<file path="config.mk">
export PLATFORM = sky130hd
export DESIGN_NAME = pid_leaky_integrator_controller
export DESIGN_NICKNAME = d
export VERILOG_FILES = /design/src/sv/pidl_pkg.sv /design/src/sv/pidl_datapath.sv /design/src/sv/pid_leaky_integrator_controller.sv
export SDC_FILE = /design/constraint.sdc
export NUM_CORES = 2
export LEC_CHECK = 0
export ABC_CLOCK_PERIOD_IN_PS = 18200
export BUFFER_PORTS_ARGS = -buffer_cell sky130_fd_sc_hd__buf_2
export CAP_MARGIN = 30
export CORE_UTILIZATION = 25
export DETAILED_ROUTE_END_ITERATION = 16
export PLACE_DENSITY = 0.48
export SLEW_MARGIN = 30
export SYNTH_ARGS = -nofsm -noshare
export SYNTH_HDL_FRONTEND = slang
export SYNTH_HIERARCHICAL = 1
export SYNTH_SLANG_ARGS = --single-unit
</file>
<file path="constraint.sdc">
create_clock -name clk -period 18.2 [get_ports clk]
set_input_delay 3.64 -clock clk [delete_from_list [all_inputs] [get_ports clk]]
set_output_delay 3.64 -clock clk [all_outputs]
set_load 0.03 [all_outputs]
</file>
<file path="src/sv/pidl_pkg.sv">
// shared types, constants and microcode table of the pid controller
// used by pidl_datapath and pid_leaky_integrator_controller; depends on nothing
`default_nettype none

package pidl_pkg;

  // sample and state widths
  localparam int SAMPLE_W   = 16;
  localparam int ERR_W      = SAMPLE_W + 1;
  localparam int GAIN_W     = 16;
  localparam int GAIN_FRAC  = 8;
  localparam int INTEG_W    = 32;
  localparam int INTEG_FRAC = 8;
  localparam int BAND_W     = 15;
  localparam int LIMIT_W    = 23;

  // leak factor 65470 / 65536
  localparam int LEAK_NUM   = 65470;
  localparam int LEAK_SHIFT = 16;

  // shared multiplier and accumulator
  localparam int MUL_A_W   = INTEG_W + 1;
  localparam int MUL_B_W   = 18;
  localparam int PROD_W    = MUL_A_W + MUL_B_W;
  localparam int ACC_W     = 48;
  localparam int SUM_SHIFT = GAIN_FRAC + INTEG_FRAC;

  // configuration port
  localparam int CFG_W      = 32;
  localparam int CFG_ADDR_W = 5;
  localparam int CFG_IDX_W  = 3;

  localparam logic [CFG_IDX_W-1:0] REG_TARGET_LIMITS  = 3'd0;
  localparam logic [CFG_IDX_W-1:0] REG_MAX_ERROR      = 3'd1;
  localparam logic [CFG_IDX_W-1:0] REG_DEAD_BAND      = 3'd2;
  localparam logic [CFG_IDX_W-1:0] REG_INTEGRAL_LIMIT = 3'd3;
  localparam logic [CFG_IDX_W-1:0] REG_GAIN_P         = 3'd4;
  localparam logic [CFG_IDX_W-1:0] REG_GAIN_I         = 3'd5;
  localparam logic [CFG_IDX_W-1:0] REG_GAIN_D         = 3'd6;
  localparam logic [CFG_IDX_W-1:0] REG_OUTPUT_LIMITS  = 3'd7;

  // multiplier operand pairs
  localparam logic [1:0] MUL_LEAK = 2'd0;
  localparam logic [1:0] MUL_KP   = 2'd1;
  localparam logic [1:0] MUL_KD   = 2'd2;
  localparam logic [1:0] MUL_KI   = 2'd3;

  // accumulator operations
  localparam logic [1:0] ACC_HOLD  = 2'd0;
  localparam logic [1:0] ACC_LOAD  = 2'd1;
  localparam logic [1:0] ACC_ADD   = 2'd2;
  localparam logic [1:0] ACC_SHADD = 2'd3;

  // sequencing: go on, or hold until the output slot is free and end
  localparam logic JMP_NEXT = 1'b0;
  localparam logic JMP_END  = 1'b1;

  localparam int STEP_W = 3;
  localparam logic [STEP_W-1:0] LAST_STEP = 3'd5;

  typedef struct packed {
    logic [1:0] mul_sel;
    logic [1:0] acc_op;
    logic       err_wr;
    logic       integ_wr;
    logic       out_wr;
    logic       jmp;
  } ctrl_t;

  localparam ctrl_t CTRL_NOP = '{mul_sel: MUL_LEAK, acc_op: ACC_HOLD, err_wr: 1'b0,
                                 integ_wr: 1'b0, out_wr: 1'b0, jmp: JMP_NEXT};

  typedef struct packed {
    logic signed [SAMPLE_W-1:0] tgt_max;
    logic signed [SAMPLE_W-1:0] tgt_min;
    logic        [BAND_W-1:0]   max_error;
    logic        [BAND_W-1:0]   dead_band;
    logic        [LIMIT_W-1:0]  integral_limit;
    logic signed [GAIN_W-1:0]   gain_p;
    logic signed [GAIN_W-1:0]   gain_i;
    logic signed [GAIN_W-1:0]   gain_d;
    logic signed [SAMPLE_W-1:0] out_max;
    logic signed [SAMPLE_W-1:0] out_min;
  } cfg_t;

  // control program, one word per step
  function automatic ctrl_t ucode(input logic [STEP_W-1:0] step);
    ctrl_t c;
    c = CTRL_NOP;
    case (step)
      3'd0: begin
        c.err_wr  = 1'b1;
        c.mul_sel = MUL_LEAK;
      end
      3'd1: begin
        c.integ_wr = 1'b1;
        c.mul_sel  = MUL_KP;
      end
      3'd2: begin
        c.mul_sel = MUL_KD;
        c.acc_op  = ACC_LOAD;
      end
      3'd3: begin
        c.mul_sel = MUL_KI;
        c.acc_op  = ACC_ADD;
      end
      3'd4: begin
        c.acc_op = ACC_SHADD;
      end
      3'd5: begin
        c.out_wr = 1'b1;
        c.jmp    = JMP_END;
      end
      default: c = CTRL_NOP;
    endcase
    return c;
  endfunction

endpackage

`default_nettype wire

</file>
<file path="src/sv/pidl_datapath.sv">
// datapath of the pid controller: error stage, leaky integrator, shared multiplier,
// accumulator and output clamp; driven by control words from pidl_pkg::ucode
`default_nettype none

module pidl_datapath (
  input  wire logic                                 clk,
  input  wire logic                                 rst_n,
  input  wire pidl_pkg::ctrl_t                      ctrl,
  input  wire logic                                 load,
  input  wire logic                                 action,
  input  wire logic signed [pidl_pkg::SAMPLE_W-1:0] setpoint,
  input  wire logic signed [pidl_pkg::SAMPLE_W-1:0] measured,
  input  wire logic signed [pidl_pkg::SAMPLE_W-1:0] external_rate,
  input  wire pidl_pkg::cfg_t                       cfg,
  output logic signed [pidl_pkg::SAMPLE_W-1:0]      drive
);

  localparam int SW = pidl_pkg::SAMPLE_W;
  localparam int EW = pidl_pkg::ERR_W;
  localparam int IW = pidl_pkg::INTEG_W;
  localparam int IF = pidl_pkg::INTEG_FRAC;
  localparam int AW = pidl_pkg::ACC_W;
  localparam int QW = pidl_pkg::ACC_W - pidl_pkg::SUM_SHIFT;

  logic                       action_r;
  logic signed [SW-1:0]       setpoint_r;
  logic signed [SW-1:0]       measured_r;
  logic signed [SW-1:0]       rate_r;
  logic signed [SW-1:0]       err_r;
  logic signed [SW-1:0]       last_error_r;
  logic signed [EW-1:0]       diff_r;
  logic signed [IW-1:0]       integral_r;
  logic signed [pidl_pkg::PROD_W-1:0] prod_r;
  logic signed [AW-1:0]       acc_r;

  // error stage
  logic signed [SW-1:0] tgt_hi, tgt;
  logic signed [EW-1:0] raw, me_pos, me_neg, err_hi, err_cl;
  logic        [EW-1:0] mag;
  logic                 dead;
  logic signed [SW-1:0] err_nxt;

  always_comb begin
    tgt_hi  = (setpoint_r > cfg.tgt_max) ? cfg.tgt_max : setpoint_r;
    tgt     = (tgt_hi < cfg.tgt_min) ? cfg.tgt_min : tgt_hi;
    raw     = EW'(tgt) - EW'(measured_r);
    me_pos  = $signed({2'b00, cfg.max_error});
    me_neg  = -me_pos;
    err_hi  = (raw > me_pos) ? me_pos : raw;
    err_cl  = (err_hi < me_neg) ? me_neg : err_hi;
    mag     = raw[EW-1] ? $unsigned(-raw) : $unsigned(raw);
    dead    = mag <= {2'b00, cfg.dead_band};
    err_nxt = dead ? '0 : err_cl[SW-1:0];
  end

  // leaky integrator, leak truncated toward zero
  logic signed [IW:0]   leak, err_sh, ilim_pos, ilim_neg, integ_sum, integ_hi, integ_lo;
  logic                 leak_up;
  logic signed [EW-1:0] diff_nxt;

  always_comb begin
    leak      = prod_r[pidl_pkg::LEAK_SHIFT +: IW + 1];
    leak_up   = prod_r[pidl_pkg::PROD_W-1] & (|prod_r[pidl_pkg::LEAK_SHIFT-1:0]);
    err_sh    = $signed({{(IW + 1 - SW - IF){err_r[SW-1]}}, err_r, {IF{1'b0}}});
    integ_sum = leak + err_sh + $signed({{IW{1'b0}}, leak_up});
    ilim_pos  = $signed({2'b00, cfg.integral_limit, {IF{1'b0}}});
    ilim_neg  = -ilim_pos;
    integ_hi  = (integ_sum > ilim_pos) ? ilim_pos : integ_sum;
    integ_lo  = (integ_hi < ilim_neg) ? ilim_neg : integ_hi;
    diff_nxt  = action_r ? EW'(rate_r) : (EW'(err_r) - EW'(last_error_r));
  end

  // shared multiplier
  logic signed [pidl_pkg::MUL_A_W-1:0] mul_a;
  logic signed [pidl_pkg::MUL_B_W-1:0] mul_b;
  logic signed [pidl_pkg::PROD_W-1:0]  mul_out;

  always_comb begin
    case (ctrl.mul_sel)
      pidl_pkg::MUL_KP: begin
        mul_a = pidl_pkg::MUL_A_W'(err_r);
        mul_b = pidl_pkg::MUL_B_W'(cfg.gain_p);
      end
      pidl_pkg::MUL_KD: begin
        mul_a = pidl_pkg::MUL_A_W'(diff_r);
        mul_b = pidl_pkg::MUL_B_W'(cfg.gain_d);
      end
      pidl_pkg::MUL_KI: begin
        mul_a = pidl_pkg::MUL_A_W'(integral_r);
        mul_b = pidl_pkg::MUL_B_W'(cfg.gain_i);
      end
      default: begin
        mul_a = pidl_pkg::MUL_A_W'(integral_r);
        mul_b = pidl_pkg::MUL_B_W'(pidl_pkg::LEAK_NUM);
      end
    endcase
    mul_out = mul_a * mul_b;
  end

  // accumulator
  logic signed [AW-1:0] acc_nxt;

  always_comb begin
    case (ctrl.acc_op)
      pidl_pkg::ACC_LOAD:  acc_nxt = prod_r[AW-1:0];
      pidl_pkg::ACC_ADD:   acc_nxt = acc_r + prod_r[AW-1:0];
      pidl_pkg::ACC_SHADD: acc_nxt = {acc_r[AW-1-IF:0], {IF{1'b0}}} + prod_r[AW-1:0];
      default:             acc_nxt = acc_r;
    endcase
  end

  // output truncation toward zero and clamp
  logic                 drv_up;
  logic signed [QW-1:0] drv_q, omax, omin, drv_hi, drv_lo;

  always_comb begin
    drv_up = acc_r[AW-1] & (|acc_r[pidl_pkg::SUM_SHIFT-1:0]);
    drv_q  = $signed(acc_r[AW-1:pidl_pkg::SUM_SHIFT] + QW'(drv_up));
    omax   = QW'(cfg.out_max);
    omin   = QW'(cfg.out_min);
    drv_hi = (drv_q > omax) ? omax : drv_q;
    drv_lo = (drv_hi < omin) ? omin : drv_hi;
    drive  = drv_lo[SW-1:0];
  end

  always_ff @(posedge clk) begin
    if (load) begin
      action_r   <= action;
      setpoint_r <= setpoint;
      measured_r <= measured;
      rate_r     <= external_rate;
    end
    if (ctrl.err_wr) begin
      err_r <= err_nxt;
    end
    if (ctrl.integ_wr) begin
      diff_r <= diff_nxt;
    end
    prod_r <= mul_out;
    acc_r  <= acc_nxt;
  end

  always_ff @(posedge clk) begin
    if (!rst_n) begin
      last_error_r <= '0;
      integral_r   <= '0;
    end else if (ctrl.integ_wr) begin
      last_error_r <= err_r;
      integral_r   <= integ_lo[IW-1:0];
    end
  end

endmodule

`default_nettype wire

</file>
<file path="src/sv/pid_leaky_integrator_controller.sv">
// each item runs through six microcode steps on one shared 33x18 multiplier; the
// last step holds while a finished drive is still stalled
// a new item is taken in the cycle the previous one writes the output register
// reset (synchronous, rst_n low): sequencer idle, output empty, integrator and last
// error zero, registers to defaults; uses pidl_pkg and pidl_datapath
`default_nettype none

module pid_leaky_integrator_controller (
  input  wire logic                                 clk,
  input  wire logic                                 rst_n,
  input  wire logic                                 in_valid,
  output logic                                      in_stall,
  input  wire logic                                 in_action,
  input  wire logic signed [pidl_pkg::SAMPLE_W-1:0] in_setpoint,
  input  wire logic signed [pidl_pkg::SAMPLE_W-1:0] in_measured,
  input  wire logic signed [pidl_pkg::SAMPLE_W-1:0] in_external_rate,
  output logic                                      out_valid,
  input  wire logic                                 out_stall,
  output logic signed [pidl_pkg::SAMPLE_W-1:0]      out_drive,
  input  wire logic                                 psel,
  input  wire logic                                 penable,
  input  wire logic                                 pwrite,
  input  wire logic [pidl_pkg::CFG_ADDR_W-1:0]      paddr,
  input  wire logic [pidl_pkg::CFG_W-1:0]           pwdata,
  output logic [pidl_pkg::CFG_W-1:0]                prdata,
  output logic                                      pready
);

  localparam logic [31:0] LIMITS_RST = 32'h7FFF_8000;

  // configuration registers
  logic [pidl_pkg::CFG_W-1:0]    tgt_lim_r;
  logic [pidl_pkg::BAND_W-1:0]   max_error_r;
  logic [pidl_pkg::BAND_W-1:0]   dead_band_r;
  logic [pidl_pkg::LIMIT_W-1:0]  integ_limit_r;
  logic [pidl_pkg::GAIN_W-1:0]   gain_p_r;
  logic [pidl_pkg::GAIN_W-1:0]   gain_i_r;
  logic [pidl_pkg::GAIN_W-1:0]   gain_d_r;
  logic [pidl_pkg::CFG_W-1:0]    out_lim_r;

  logic                             cfg_wr;
  logic [pidl_pkg::CFG_IDX_W-1:0]   cfg_idx;

  assign pready  = 1'b1;
  assign cfg_wr  = psel & penable & pwrite & pready;
  assign cfg_idx = paddr[pidl_pkg::CFG_ADDR_W-1:2];

  always_ff @(posedge clk) begin
    if (!rst_n) begin
      tgt_lim_r     <= LIMITS_RST;
      max_error_r   <= '1;
      dead_band_r   <= '0;
      integ_limit_r <= '1;
      gain_p_r      <= '0;
      gain_i_r      <= '0;
      gain_d_r      <= '0;
      out_lim_r     <= LIMITS_RST;
    end else if (cfg_wr) begin
      case (cfg_idx)
        pidl_pkg::REG_TARGET_LIMITS:  tgt_lim_r     <= pwdata;
        pidl_pkg::REG_MAX_ERROR:      max_error_r   <= pwdata[pidl_pkg::BAND_W-1:0];
        pidl_pkg::REG_DEAD_BAND:      dead_band_r   <= pwdata[pidl_pkg::BAND_W-1:0];
        pidl_pkg::REG_INTEGRAL_LIMIT: integ_limit_r <= pwdata[pidl_pkg::LIMIT_W-1:0];
        pidl_pkg::REG_GAIN_P:         gain_p_r      <= pwdata[pidl_pkg::GAIN_W-1:0];
        pidl_pkg::REG_GAIN_I:         gain_i_r      <= pwdata[pidl_pkg::GAIN_W-1:0];
        pidl_pkg::REG_GAIN_D:         gain_d_r      <= pwdata[pidl_pkg::GAIN_W-1:0];
        pidl_pkg::REG_OUTPUT_LIMITS:  out_lim_r     <= pwdata;
        default: ;
      endcase
    end
  end

  always_comb begin
    case (cfg_idx)
      pidl_pkg::REG_TARGET_LIMITS:  prdata = tgt_lim_r;
      pidl_pkg::REG_MAX_ERROR:      prdata = pidl_pkg::CFG_W'(max_error_r);
      pidl_pkg::REG_DEAD_BAND:      prdata = pidl_pkg::CFG_W'(dead_band_r);
      pidl_pkg::REG_INTEGRAL_LIMIT: prdata = pidl_pkg::CFG_W'(integ_limit_r);
      pidl_pkg::REG_GAIN_P:         prdata = pidl_pkg::CFG_W'(gain_p_r);
      pidl_pkg::REG_GAIN_I:         prdata = pidl_pkg::CFG_W'(gain_i_r);
      pidl_pkg::REG_GAIN_D:         prdata = pidl_pkg::CFG_W'(gain_d_r);
      pidl_pkg::REG_OUTPUT_LIMITS:  prdata = out_lim_r;
      default:                      prdata = '0;
    endcase
  end

  pidl_pkg::cfg_t cfg;

  always_comb begin
    cfg.tgt_max        = tgt_lim_r[31:16];
    cfg.tgt_min        = tgt_lim_r[15:0];
    cfg.max_error      = max_error_r;
    cfg.dead_band      = dead_band_r;
    cfg.integral_limit = integ_limit_r;
    cfg.gain_p         = gain_p_r;
    cfg.gain_i         = gain_i_r;
    cfg.gain_d         = gain_d_r;
    cfg.out_max        = out_lim_r[31:16];
    cfg.out_min        = out_lim_r[15:0];
  end

  // microcode sequencer
  logic                          busy_r, busy_nxt;
  logic [pidl_pkg::STEP_W-1:0]   step_r, step_nxt;
  logic                          out_valid_r, out_valid_nxt;
  logic signed [pidl_pkg::SAMPLE_W-1:0] out_drive_r;
  pidl_pkg::ctrl_t               ctrl_rom, ctrl_eff;
  logic                          out_free, go, finish, in_acc;
  logic signed [pidl_pkg::SAMPLE_W-1:0] drive_val;

  always_comb begin
    ctrl_rom = pidl_pkg::ucode(step_r);
    out_free = !out_valid_r || !out_stall;
    go       = (ctrl_rom.jmp == pidl_pkg::JMP_NEXT) || out_free;
    ctrl_eff = (busy_r && go) ? ctrl_rom : pidl_pkg::CTRL_NOP;
    finish   = busy_r && go && (ctrl_rom.jmp == pidl_pkg::JMP_END);
    in_stall = busy_r && !finish;
    in_acc   = in_valid && !in_stall;

    busy_nxt = busy_r;
    step_nxt = step_r;
    if (in_acc) begin
      busy_nxt = 1'b1;
      step_nxt = '0;
    end else if (finish) begin
      busy_nxt = 1'b0;
    end else if (busy_r && go) begin
      step_nxt = step_r + pidl_pkg::STEP_W'(1);
    end

    out_valid_nxt = out_valid_r;
    if (ctrl_eff.out_wr) begin
      out_valid_nxt = 1'b1;
    end else if (out_valid_r && !out_stall) begin
      out_valid_nxt = 1'b0;
    end
  end

  always_ff @(posedge clk) begin
    if (!rst_n) begin
      busy_r      <= 1'b0;
      step_r      <= '0;
      out_valid_r <= 1'b0;
    end else begin
      busy_r      <= busy_nxt;
      step_r      <= step_nxt;
      out_valid_r <= out_valid_nxt;
    end
  end

  always_ff @(posedge clk) begin
    if (ctrl_eff.out_wr) begin
      out_drive_r <= drive_val;
    end
  end

  assign out_valid = out_valid_r;
  assign out_drive = out_drive_r;

  pidl_datapath u_dp (
    .clk           (clk),
    .rst_n         (rst_n),
    .ctrl          (ctrl_eff),
    .load          (in_acc),
    .action        (in_action),
    .setpoint      (in_setpoint),
    .measured      (in_measured),
    .external_rate (in_external_rate),
    .cfg           (cfg),
    .drive         (drive_val)
  );

  // an accepted beat restarts the program at its first step
  a_start: assert property (@(posedge clk) disable iff (!rst_n)
    in_acc |=> busy_r && (step_r == '0))
    else $error("sequencer did not start at step zero");

  // the step counter never runs past the program
  a_step_range: assert property (@(posedge clk) disable iff (!rst_n)
    busy_r |-> (step_r <= pidl_pkg::LAST_STEP))
    else $error("step counter out of range");

  // finishing an item always leaves a result in the output register
  a_finish_out: assert property (@(posedge clk) disable iff (!rst_n)
    finish |=> out_valid_r)
    else $error("item finished without a result");

  // a result only appears as the work of an item ends
  a_out_source: assert property (@(posedge clk) disable iff (!rst_n)
    $rose(out_valid_r) |-> $past(finish))
    else $error("result appeared without a finished item");

endmodule

`default_nettype wire
</file>
==> flow_summary_export.csv <==
group,metric,value,unit
setup_path,critPathBufInv,7,
die,start_util,0.253,
timing,max_freq,77.2,MHz
setup_path,worstPathArrival,13500,ps
setup_path,crit_top_cell,"fa_1",
setup_path,path_class,"in -> reg",
routing,vias,43500,
setup_path,cp-start-kind,"primary input",
die,rows,166,
setup_path,crit_family,"compound AO/OA/AOI/OAI gates",
setup_path,worst-path-max-fanout,33,
status,status,"completed",
die,die-width,458,um
setup_path,worst_setup_path_end_kind,"register",
logic_synthesis,yosys_most_used_dff,"dfxtp_1",
min_path,hp-class,"reg -> reg",
place,place.gp.congestion,0.924,
timing,maxSlewViolCount,0,
logic_synthesis,synth_cell_type_count,102,
global_routing,antenna_found_initial,5,
logic_synthesis,ys_seq_area_frac,0.188,
logic_synthesis,yosys_warnings,6,
logic_synthesis,synthCells,6049,
finish,post-route-util,0.279,
clock_network,root_buffer,"clkbuf_16",
place,io_buffers,140,
finish,seq_area,9750,um2
global_routing,grtUsageTotal,0.169,
routing,route.detailed.drc,0,
clock_network,cts_buffers,50,
timing,finalCritPeriodShare,0.712,
global_routing,met2_usage,0.282,
routing,drt-total-wl,179,mm
global_routing,met1_usage,0.235,
timing,skew,33.0,ps
setup_path,cp_slowest_cell,"o21a_1",
die,io_pins,144,
logic_synthesis,syn-cell-area,52000,um2
routing,wl_per_cell,20.4,um
timing,finalSetupViolCount,0,
clock_network,cts.sinks,414,
setup_path,slowest_delay,720,ps
min_path,min_from,"gain_p_r[7]",
global_routing,grt-ovfl-total,0,
die,die-area,210000,um2
job,maxCapViolations,0,
timing,finalHoldViolCount,0,
global_routing,grt_pass1_vias,43800,
pwr,power.density,153,nW/um2
finish,layout-drive-gt1-share,0.0750,
timing,tightest_slew,960,ps
clock_network,worst_skew_pair.late_latency,660,ps
global_routing,grt_max_degree,89,
setup_path,r2r-end,"u_dp/err_r[0]",
setup_path,cp.required,18750,ps
logic_synthesis,syn_avg_cell_area,8.59,um2
clock_network,cts.clk_slew.worst_paths,70,ps
finish,synthToLayoutAreaGrowth,10.4,%
clock_network,cts_hold_buf,0,
finish,multi_input_area,38200,um2
timing,period_needed,12950,ps
setup_path,r2r_setup_slack,6290,ps
clock_network,cts.htree.levels,2,
routing,drt_pass1_iterations,6,
global_routing,grt_pass1_wl,274,mm
logic_synthesis,syn_nets,7172,
clock_network,cts_tree,"yes",
clock_network,clock_path_buffers,3,
place,hpwl,145,mm
timing,slew_headroom,0.360,
logic_synthesis,synthArstFlopShare,0,
global_routing,busiest_layer,"met2",
clock_network,cts.repair.resized,0,
pwr,p_leak,25.4,nW
setup_path,r2r-start,"tgt_lim_r[29]",
setup_path,rr_worst_depth,47,
clock_network,post_cts_buffers,0,
routing,postRouteAntennaNets,0,
min_path,min_path_cells,2,
global_routing,use_met3,0.0184,
pwr,ir_worst_vdd,0.133,mV
timing,fin_setup_tns,0,ps
logic_synthesis,synth-seq-cells,414,
min_path,hold_end,"gain_p_r[7]",
timing,rsz0062_at_grt,"no",
die,die_h,458,um
finish,nets,7186,
die,coreArea,206000,um2
logic_synthesis,synth-edff-count,146,
routing,viasPerCell,4.95,
finish,num-fill-cells,22000,
setup_path,path_depth,31,
routing,drt-initial-drc-count,3380,
==> worst reg2reg max path, delay by kind of cell, from the launching register on <==
kind	cells	cell delay [ps]
AOI/OAI and AO/OA	25	5890
and+or+nand+nor	12	2190
adders and majority gates	5	1750
muxes	2	730
buffers and inverters	3	720
DFF	1	360
==> metal layers <==
metal	wire length (um)	vias to the layer above
li1	-	20400
met1	83500	21900
met2	84000	1021
met3	8020	159
met4	3850	2
met5	13	-
==> where the power goes <==
part / switching, W / total (W) / internal (W) / leakage, nW
clock network: 0.000461 / 0.00106 / 0.000595 / 0.807
registers: 0.000252 / 0.00137 / 0.00112 / 3.54
logic: 0.00382 / 0.00638 / 0.00256 / 21.0
total: 0.00454 / 0.00881 / 0.00427 / 25.4
==> logic make-up (layout without fill, tap and decap cells) <==
group,Yosys count,count (layout),synth area share
flip-flops,414,414,0.188
buffers and inverters,1084,1139,0.0808
adder cells (fa/ha/maj),1030,1030,0.329
multiplexers,246,246,0.0488
AND/OR/NAND/NOR,1811,1811,0.156
XOR/XNOR,223,223,0.0376
AO/OA/AOI/OAI,1240,1240,0.160
other,1,4,0.0000722
==> flip-flops by register name (all words and copies together), names as in the netlist, 15 cells and up <==
register	count
u_dp/acc_r	48
gain_p_r	16
out_lim_r	32
u_dp/err_r	16
out_drive	16
u_dp/diff_r	17
tgt_lim_r	32
u_dp/measured_r	16
u_dp/integral_r	32
u_dp/prod_r	50
gain_d_r	16
max_error_r	15
dead_band_r	15
u_dp/rate_r	16
u_dp/last_error_r	16
integ_limit_r	23
u_dp/setpoint_r	16
gain_i_r	16
==> cell usage after synthesis, types with 56 or more instances <==
master,number,share of area
mux2i_1,196,0.038
dfxtp_1,268,0.10
nor3_1,71,0.0068
xor2_1,72,0.012
a21oi_1,290,0.028
nor2_1,484,0.035
fa_1,561,0.22
nand2_1,779,0.056
a21o_1,156,0.023
o21ai_0,258,0.025
nor2b_1,62,0.0075
ha_1,469,0.11
nand3_1,84,0.0081
clkbuf_1,211,0.015
inv_1,813,0.059
edfxtp_1,146,0.084
nand4_1,56,0.0067
xnor2_1,151,0.025
and3_1,57,0.0069
o21a_1,68,0.0098
==> how the worst max path moves through the flow <==
stage / startpoint / end / slack (ps)
after floorplan: out_stall / u_dp/prod_r[50] / 6550
final: out_stall / u_dp/prod_r[50] / 5250
after detailed placement: out_stall / u_dp/prod_r[50] / 4610
after CTS: out_stall / u_dp/prod_r[50] / 5300
after global routing: out_stall / u_dp/prod_r[50] / 4730
after global placement: out_stall / u_dp/prod_r[50] / 4620
==> through the flow <==
step / std cells / area, um2 / setup WS, ps / hold slack [ps] / total power [W]
6_report: 8795 / 57400 / 5250 / 472 / 0.00881
3_3_place_gp: 8695 / 55600 / 4620 / 457 / 0.00763
5_1_grt: 8792 / 57400 / 4730 / 487 / 0.00963
4_1_cts: 8791 / 57300 / 5300 / 471 / 0.00879
3_5_place_dp: 8698 / 55700 / 4610 / 460 / 0.00767
2_1_floorplan: 6049 / 52000 / 6550 / 443 / 0.00586
==> cell type report <==
type | instances | share of cell area
inverter | 818 | 0.0535
clock inverter | 26 | 0.00510
clock buffer | 67 | 0.0235
timing repair buffer | 228 | 0.0244
sequential | 414 | 0.170
multi-input combinational | 4551 | 0.665
antenna | 3 | 0.000131
tap | 2688 | 0.0586
==> layout by cell type, fill, tap and decap left out, types with 34 or more instances in the layout <==
cell       count
a211oi_1      35
a21boi_0      34
a21o_1       156
a21oi_1      286
and3_1        57
buf_2        139
buf_4         84
clkbuf_16     51
dfxtp_1      268
edfxtp_1     146
fa_1         561
ha_1         468
inv_1        813
mux2_2        49
mux2i_1      194
nand2_1      773
nand2b_1      48
nand3_1       84
nand4_1       56
nor2_1       480
nor2b_1       62
nor3_1        70
o211ai_1      49
o21a_1        67
o21ai_0      257
xnor2_1      150
xor2_1        72
(Power assumes the default switching activity.)
